[src/sv/assert_macros.svh]
// Assertion macros used by the top-level RTL file.
`ifndef ASSERT_MACROS_SVH
`define ASSERT_MACROS_SVH

// Antecedent implies consequent in the same cycle, checked out of reset.
`define ASSERT_IMPLIES(label, clk, rst, ante, cons) \
  label: assert property (@(posedge clk) disable iff (rst) (ante) |-> (cons)) \
    else $error("assertion failed");

// Antecedent implies consequent in the next cycle, checked out of reset.
`define ASSERT_NEXT(label, clk, rst, ante, cons) \
  label: assert property (@(posedge clk) disable iff (rst) (ante) |=> (cons)) \
    else $error("assertion failed");

`endif

[src/sv/tccc_pkg.sv]
// Shared types and constants of the text console caret control unit.
`default_nettype none
package tccc_pkg;

  localparam int CharW  = 8;
  localparam int RowW   = 7;
  localparam int ColW   = 8;
  localparam int ColorW = 32;
  localparam int OutW   = 72;
  localparam int AddrW  = 4;
  localparam int DataW  = 32;

  // Register indexes (paddr[3:2])
  localparam logic [1:0] RegTextColumns = 2'd0;
  localparam logic [1:0] RegTextRows    = 2'd1;
  localparam logic [1:0] RegFgColor     = 2'd2;

  localparam logic [ColW-1:0]   ColumnsReset = 8'd80;
  localparam logic [RowW-1:0]   RowsReset    = 7'd25;
  localparam logic [ColorW-1:0] ColorReset   = 32'hFFFF_FFFF;

  // Character codes
  localparam logic [CharW-1:0] ChTab     = 8'd9;
  localparam logic [CharW-1:0] ChNewline = 8'd10;
  localparam logic [CharW-1:0] ChReturn  = 8'd13;
  localparam logic [CharW-1:0] ChSpace   = 8'd32;

  localparam logic [ColW:0] TabStep = 9'd8;
  localparam logic [ColW:0] TabMask = 9'h1F8;

  typedef struct packed {
    logic [ColW-1:0]   text_columns;
    logic [RowW-1:0]   text_rows;
    logic [ColorW-1:0] foreground_color;
  } cfg_t;

  typedef struct packed {
    logic [RowW-1:0] row;
    logic [ColW-1:0] col;
  } caret_t;

  // Last member sits in the lowest bits.
  typedef struct packed {
    logic [ColW-1:0]   new_caret_col;
    logic [RowW-1:0]   new_caret_row;
    logic              scroll_up;
    logic [ColorW-1:0] draw_color;
    logic [CharW-1:0]  glyph_code;
    logic [ColW-1:0]   draw_col;
    logic [RowW-1:0]   draw_row;
  } result_t;

endpackage
`default_nettype wire

[src/sv/tccc_regs.sv]
// APB-style configuration register file.
`default_nettype none
module tccc_regs
  import tccc_pkg::*;
(
  input  wire logic             clk,
  input  wire logic             rst,
  input  wire logic             psel,
  input  wire logic             penable,
  input  wire logic             pwrite,
  input  wire logic [AddrW-1:0] paddr,
  input  wire logic [DataW-1:0] pwdata,
  output logic      [DataW-1:0] prdata,
  output logic                  pready,
  output cfg_t                  cfg
);

  logic       wr;
  logic [1:0] idx;

  assign pready = 1'b1;
  assign wr     = psel && penable && pwrite;
  assign idx    = paddr[3:2];

  always_ff @(posedge clk) begin
    if (rst) begin
      cfg.text_columns     <= ColumnsReset;
      cfg.text_rows        <= RowsReset;
      cfg.foreground_color <= ColorReset;
    end else if (wr) begin
      unique case (idx)
        RegTextColumns: cfg.text_columns     <= pwdata[ColW-1:0];
        RegTextRows:    cfg.text_rows        <= pwdata[RowW-1:0];
        RegFgColor:     cfg.foreground_color <= pwdata;
        default: ;
      endcase
    end
  end

  always_comb begin
    unique case (idx)
      RegTextColumns: prdata = {{(DataW-ColW){1'b0}}, cfg.text_columns};
      RegTextRows:    prdata = {{(DataW-RowW){1'b0}}, cfg.text_rows};
      RegFgColor:     prdata = cfg.foreground_color;
      default:        prdata = '0;
    endcase
  end

endmodule
`default_nettype wire

[src/sv/tccc_caret.sv]
// Caret state and the single-pass caret update / draw command logic.
`default_nettype none
module tccc_caret
  import tccc_pkg::*;
(
  input  wire logic             clk,
  input  wire logic             rst,
  input  wire logic             advance,
  input  wire logic [CharW-1:0] char_code,
  input  wire cfg_t             cfg,
  output result_t               result,
  output caret_t                caret
);

  logic [ColW:0]   col_adv;
  logic [ColW:0]   col_wrap;
  logic [RowW:0]   row_adv;
  logic [RowW:0]   row_wrap;
  logic [RowW:0]   row_fin;
  logic [CharW-1:0] glyph;
  logic            scroll;
  logic [RowW-1:0] draw_row;

  always_comb begin
    row_adv = {1'b0, caret.row};
    glyph   = ChSpace;
    unique case (char_code)
      ChTab:     col_adv = ({1'b0, caret.col} + TabStep) & TabMask;
      ChNewline: begin
        col_adv = '0;
        row_adv = {1'b0, caret.row} + 8'd1;
      end
      ChReturn:  col_adv = '0;
      default: begin
        col_adv = {1'b0, caret.col} + 9'd1;
        glyph   = char_code;
      end
    endcase

    // single wrap by the column count
    if (col_adv >= {1'b0, cfg.text_columns}) begin
      col_wrap = col_adv - {1'b0, cfg.text_columns};
      row_wrap = row_adv + 8'd1;
    end else begin
      col_wrap = col_adv;
      row_wrap = row_adv;
    end

    // scroll steps back one row, saturating at zero
    scroll   = (row_wrap >= {1'b0, cfg.text_rows});
    row_fin  = row_wrap;
    draw_row = caret.row;
    if (scroll) begin
      if (row_wrap != '0) row_fin = row_wrap - 8'd1;
      if (caret.row != '0) draw_row = caret.row - 7'd1;
    end

    result.draw_row      = draw_row;
    result.draw_col      = caret.col;
    result.glyph_code    = glyph;
    result.draw_color    = cfg.foreground_color;
    result.scroll_up     = scroll;
    result.new_caret_row = row_fin[RowW-1:0];
    result.new_caret_col = col_wrap[ColW-1:0];
  end

  always_ff @(posedge clk) begin
    if (rst) begin
      caret <= '0;
    end else if (advance) begin
      caret.row <= result.new_caret_row;
      caret.col <= result.new_caret_col;
    end
  end

endmodule
`default_nettype wire

[src/sv/text_console_caret_control_unit.sv]
// Top level of the text console caret control unit.
//
//  channel   dir  handshake            payload
//  s_*       in   s_tvalid/s_tready    tdata: char_code
//  m_*       out  m_tvalid/m_tready    tdata: draw command
//  apb       in   psel/penable/pready  text_columns, text_rows, foreground_color
//
// One character word per cycle sustained while m_tready stays high; each word
// first sits in the input register, where it stays while the result register is stalled,
// and then sits in the result register until taken.
// The caret register updates as a word moves from input to result register,
// so the next word always sees the caret its predecessor left.
// rst is synchronous, active high: empties both stages, zeroes the caret and
// restores the register defaults (80 columns, 25 rows, white).
// A stall on m_tready holds the result register; the input register still
// takes one more word, then s_tready drops.
`default_nettype none
`include "assert_macros.svh"
module text_console_caret_control_unit
  import tccc_pkg::*;
(
  input  wire logic             clk,
  input  wire logic             rst,
  // character stream
  input  wire logic             s_tvalid,
  output logic                  s_tready,
  input  wire logic [CharW-1:0] s_tdata,   // [7:0] char_code
  // draw command stream
  output logic                  m_tvalid,
  input  wire logic             m_tready,
  // [6:0] draw_row, [14:7] draw_col, [22:15] glyph_code, [54:23] draw_color,
  // [55] scroll_up, [62:56] new_caret_row, [70:63] new_caret_col, [71] zero
  output logic      [OutW-1:0]  m_tdata,
  // configuration
  input  wire logic             psel,
  input  wire logic             penable,
  input  wire logic             pwrite,
  input  wire logic [AddrW-1:0] paddr,
  input  wire logic [DataW-1:0] pwdata,
  output logic      [DataW-1:0] prdata,
  output logic                  pready
);

  cfg_t             cfg;
  result_t          result;
  caret_t           caret;

  // input register
  logic             in_valid;
  logic [CharW-1:0] in_char;
  // result register
  result_t          out_data;

  logic             move;     // word advances input -> result register

  assign move     = in_valid && (!m_tvalid || m_tready);
  assign s_tready = !in_valid || move;
  assign m_tdata  = {1'b0, out_data};

  tccc_regs u_regs (
    .clk     (clk),
    .rst     (rst),
    .psel    (psel),
    .penable (penable),
    .pwrite  (pwrite),
    .paddr   (paddr),
    .pwdata  (pwdata),
    .prdata  (prdata),
    .pready  (pready),
    .cfg     (cfg)
  );

  tccc_caret u_caret (
    .clk       (clk),
    .rst       (rst),
    .advance   (move),
    .char_code (in_char),
    .cfg       (cfg),
    .result    (result),
    .caret     (caret)
  );

  always_ff @(posedge clk) begin
    if (rst) begin
      in_valid <= 1'b0;
    end else if (s_tready) begin
      in_valid <= s_tvalid;
    end
  end

  always_ff @(posedge clk) begin
    if (s_tready && s_tvalid) begin
      in_char <= s_tdata;
    end
  end

  always_ff @(posedge clk) begin
    if (rst) begin
      m_tvalid <= 1'b0;
    end else if (move) begin
      m_tvalid <= 1'b1;
    end else if (m_tready) begin
      m_tvalid <= 1'b0;
    end
  end

  always_ff @(posedge clk) begin
    if (move) begin
      out_data <= result;
    end
  end

  // An empty input register never back-pressures the source.
  `ASSERT_IMPLIES(a_empty_ready, clk, rst, !in_valid, s_tready)
  // The held command's new caret always matches the live caret register.
  `ASSERT_IMPLIES(a_caret_match, clk, rst, m_tvalid,
                  (caret.row == out_data.new_caret_row) &&
                  (caret.col == out_data.new_caret_col))
  // A stalled command with a word waiting keeps the input register full.
  `ASSERT_NEXT(a_stall_hold, clk, rst, in_valid && m_tvalid && !m_tready,
               in_valid && m_tvalid)

endmodule
`default_nettype wire
[config.mk]
export PLATFORM = sky130hd
export DESIGN_NAME = text_console_caret_control_unit
export DESIGN_NICKNAME = d
export VERILOG_FILES = /design/src/sv/tccc_pkg.sv /design/src/sv/tccc_regs.sv /design/src/sv/tccc_caret.sv /design/src/sv/text_console_caret_control_unit.sv
export VERILOG_INCLUDE_DIRS = /design/src /design/src/sv
export SDC_FILE = /design/constraint.sdc
export NUM_CORES = 1
export LEC_CHECK = 0
export BUFFER_PORTS_ARGS = -buffer_cell sky130_fd_sc_hd__buf_4
export CAP_MARGIN = 20
export CORE_UTILIZATION = 45
export CTS_CLUSTER_DIAMETER = 150
export DETAILED_ROUTE_END_ITERATION = 12
export PLACE_DENSITY = 0.69
export SYNTH_ARGS = -nofsm -noshare
export SYNTH_HDL_FRONTEND = slang
export SYNTH_SLANG_ARGS = --single-unit
export TNS_END_PERCENT = 100
[constraint.sdc]
create_clock -name clk -period 5.3 [get_ports clk]
set_input_delay 0.53 -clock clk [delete_from_list [all_inputs] [get_ports clk]]
set_output_delay 0.53 -clock clk [all_outputs]
set_load 0.03 [all_outputs]
==> metrics list <==
- Outcome: completed
- Counting every net in the synthesized netlist gives roughly 710.
- Highest-delay cell along the critical path: sky130_fd_sc_hd__edfxtp_1
- Via count of the first global-routing pass: 5296
- Final HPWL from detailed placement: 11500 um
- R2R Path Start: in_char[6]
- Timing would allow up to about 200 MHz.
- At the end of routability-driven placement, the weighted congestion stood at 0.858.
* Clock-pin slew on the worst setup and hold paths: ~0.060 ns
- Dividing the final minimum period by the clock period gives 94.6%.
- Post-synthesis cell count: 633
- Synth unique cells: 72
- Worst path bufs/invs: 3
- Max-capacitance violation count: 0
- Post-layout net count: 873
* Number of max-slew violations in the final report: 0
* Smallest setup slack after layout: approximately 0.29 ns
* DRC violations left: 0
- Counting tap cells, the placed design contains a total of 957 instances.
- In this run, synthesis produced a sequential element count of 143.
* Routed via count: 5441
- At the worst endpoint, the arrival time is ~5.2 ns.
- For this design, the sink count on the clock tree is 143.
* Highest-count cells in the layout ignoring fill and taps: sky130_fd_sc_hd__buf_4 (181), sky130_fd_sc_hd__edfxtp_1 (79), sky130_fd_sc_hd__dfxtp_1 (64)
- From left edge to right edge, the die measures 127 um.
* Finished layout cell area: 9090 um^2
- In this design, the largest share of critical-path delay is due to simple AND/OR/NAND/NOR gates.
- Crit Reg-Reg Endpoint: m_tdata[62]
- Total stage count of the critical path: 23
- Mean routed wirelength per cell: 16.8 um
- The initialized floorplan defines 45 standard-cell rows.
- Post-Synthesis Cell Area: 7040 um^2
- Critical Path RT: 5.46 ns
- The worst hold path belongs to the class input port to flop.
* Die Span Y: 127 um
- Total die area: 16100 um^2
* Crit-path cells: nor4_4 > nand4_1 > nand2_2 > nand4_1 > xor2_1 > nor2_2 > ha_4 > and4_1 > a21oi_2 > o221a_4 > buf_4 > a221oi_2 > xor2_1 > inv_1 > ha_1 > a21o_1 > a31o_1 > a211oi_2 > buf_4 > nand2b_1 > nor2_1 > xnor2_1 > nor2_1
* Worst slack at placement: 0.0266 ns
- The clock passes through at most 2 buffers.
* Final period demand of the worst path: 5.01 ns
* Top FF cell, synth: sky130_fd_sc_hd__edfxtp_1
- Critical Path Start: in_char[6]
- The worst setup path is launched from a flop.
- Clock network fraction of design power: 42.3%
* Cell count of the worst reg-to-reg path: 23
- The library cell used most frequently in the layout, excluding fill and tap cells, is sky130_fd_sc_hd__buf_4.
* Synth area leader: sky130_fd_sc_hd__edfxtp_1
* Setup-violating endpoint count in the final report: 0
- Biggest cell delay along the critical path: 0.48 ns
- Switching share of power: 27.1%
- VDD sags by at most 0.000317 V.
- The clock arrives with 0.00974 ns of skew.
* Area share of the largest cell type after synthesis: between 30% and 40%
- Transition at the pin with the smallest max-transition slack: between 0.7 and 0.8 ns
- GR Overflow Total: 0
- For the worst-skew pair, the clock arrives at the later sink with an insertion delay of 0.43 ns.
* Maximum fanout along the worst path: 7
- Core Box Area: 15200 um^2
* IO Count: 158
- Ys async rst share: 0%
* Cell at the root of the clock tree: sky130_fd_sc_hd__clkbuf_16
- Post-layout total power: 2.67 mW
- In this run, the combinational gates consume 11.6% of the power.
* Number of I/O port buffers: 153
* DRT antenna net count: 0
- Switching component of the power: 0.722 mW
* Worst slew margin relative to its limit: between 50% and 60%
- Internal reg-to-reg setup slack: between 0.2 and 0.3 ns
- Layout cells sized above 1: roughly a third
- Total number of yosys warnings: 0
- Share of synthesized area occupied by flip-flops and latches: roughly 52%
- Signed area change from the synthesized netlist to the final layout: 29.3%
- After synthesis, the cell types taking the most area are sky130_fd_sc_hd__edfxtp_1 (34%), sky130_fd_sc_hd__dfxtp_1 (18%), sky130_fd_sc_hd__a211o_1 (4.6%).
- Endpoints failing hold: 0
- Number of antenna violations at the first check in global routing: 0
- Total track usage: 21.0%
- Destination of the critical timing path: m_tdata[62]
- Worst Setup End Kind: flop
- Post-synthesis average cell area: 11.1 um^2
- Final cell count without fillers: around 1000
* Internal power component: 1.94 mW
- Entering global routing, the biggest net connects 66 pins.
* Count of flip-flops with a built-in enable after synthesis: 79
- Routed Wire Length: 16800 um
- Clock tree from TritonCTS: yes
- Initial Util: 46.3%
- In the routed layout, each cell is associated on average with a via count of roughly 5.5.
- DR iter-0 viols: 259
* Critical path class: flop to flop
* Area post-placement: 8340 um^2
* Register share of total power: 46.2%
- Power spread over the standard cell area amounts to 293 nW/um^2.
- TritonRoute pass-1 iters: 5
- The first global-routing pass estimated between 20000 and 30000 um of wire.
- Clock tree synthesis inserted a total of 17 buffers.
- H-tree lvl count: 4
- 0 antenna diodes ended up in the layout.
- In this run the static leakage power is 3.60 nW.
[routing by layer]
layer  track usage, %  wire length, um
met1             25.6             6970
met2             33.9             7880
met3             8.21             1630
met4             7.77              312
met5                0                0
[logic make-up after synthesis]
logic type / Yosys count / share of synthesized area, %
flip-flops: 143 / 51.9
buffers and inverters: 64 / 4.71
other: 2 / 0.107
AO/OA/AOI/OAI: 113 / 12.7
XOR/XNOR: 28 / 3.49
adder cells (fa/ha/maj): 24 / 4.37
AND/OR/NAND/NOR: 228 / 18.2
multiplexers: 31 / 4.52
[timing repair]
| item | in CTS | in global routing |
|---|---|---|
| setup endpoints to repair | 6 | 22 |
| endpoints found under the hold margin | 0 | 0 |
| pin swaps | 1 | 9 |
| buffers inserted | 1 | 8 |
| hold buffers | 0 | 0 |
| resized for setup | 1 | 21 |
[sequential cells by signal (all words and copies together) (netlist names)]
register and flops:
in_char 8, in_valid 1, u_regs.cfg 47, m_tvalid 1, m_tdata 71, u_caret.caret 15
[layout make-up]
| class | count | area, um^2 |
|---|---|---|
| clock buffer | 17 | 425 |
| clock inverter | 14 | 126 |
| timing repair buffer | 182 | 1370 |
| multi-input combinational | 426 | 3180 |
| fill | 1254 | 6110 |
| sequential | 143 | 3650 |
| inverter | 28 | 106 |
| tap | 188 | 235 |
[worst register-to-register path: cells and delay by family, from the launching register on]
family	cells	cell delay (ns)
simple gates	9	1.52
compound gates	6	1.05
xor+xnor	3	0.62
fa+ha+maj	2	0.61
flops	1	0.48
buf+inv	3	0.47
[power groups by stage]
stage | clock network, mW | registers, mW | logic, mW
6_report | 1.13 | 1.23 | 0.309
5_1_grt | 1.19 | 1.23 | 0.332
4_1_cts | 1.15 | 1.23 | 0.302
3_5_place_dp | 0 | 1.25 | 0.299
3_3_place_gp | 0 | 1.25 | 0.294
2_1_floorplan | 0 | 1.28 | 0.156
[worst min path at each step]
| stage | start | endpoint | slack (ns) | cells past startpoint |
|---|---|---|---|---|
| 2_1_floorplan | u_regs.cfg[8] | m_tdata[31] | 0.41 | 0 |
| 3_3_place_gp | u_regs.cfg[29] | m_tdata[52] | 0.42 | 0 |
| 3_5_place_dp | u_regs.cfg[13] | m_tdata[36] | 0.43 | 0 |
| 4_1_cts | s_tdata[2] | in_char[2] | 0.27 | 1 |
| 5_1_grt | s_tdata[2] | in_char[2] | 0.27 | 1 |
| 6_report | s_tdata[2] | in_char[2] | 0.28 | 1 |
[synthesized netlist by cell type, types with 9 or more instances]
cell and count:
sky130_fd_sc_hd__o21ai_0 16, sky130_fd_sc_hd__nor2_1 52, sky130_fd_sc_hd__inv_1 25, sky130_fd_sc_hd__nor2b_1 39, sky130_fd_sc_hd__xnor2_1 19, sky130_fd_sc_hd__xor2_1 9
sky130_fd_sc_hd__ha_1 23, sky130_fd_sc_hd__and2_1 26, sky130_fd_sc_hd__a211o_1 37, sky130_fd_sc_hd__clkbuf_1 21, sky130_fd_sc_hd__nand2_1 37, sky130_fd_sc_hd__edfxtp_1 79
sky130_fd_sc_hd__a21oi_1 18, sky130_fd_sc_hd__dfxtp_1 64, sky130_fd_sc_hd__nor3_1 10, sky130_fd_sc_hd__mux2i_1 25, sky130_fd_sc_hd__nand3_1 12
[metrics by stage]
| step | hold WS, ns | setup TNS [ns] | utilization (%) |
|---|---|---|---|
| after detailed placement | 0.427 | 0 | 54.9 |
| after global placement | 0.422 | 0 | 54.9 |
| final | 0.284 | 0 | 59.8 |
| after floorplan | 0.414 | 0 | - |
| after global routing | 0.271 | -0.0574 | 59.8 |
| after CTS | 0.270 | 0 | 58.6 |
Note: power is estimated with default switching activity, not from simulation.
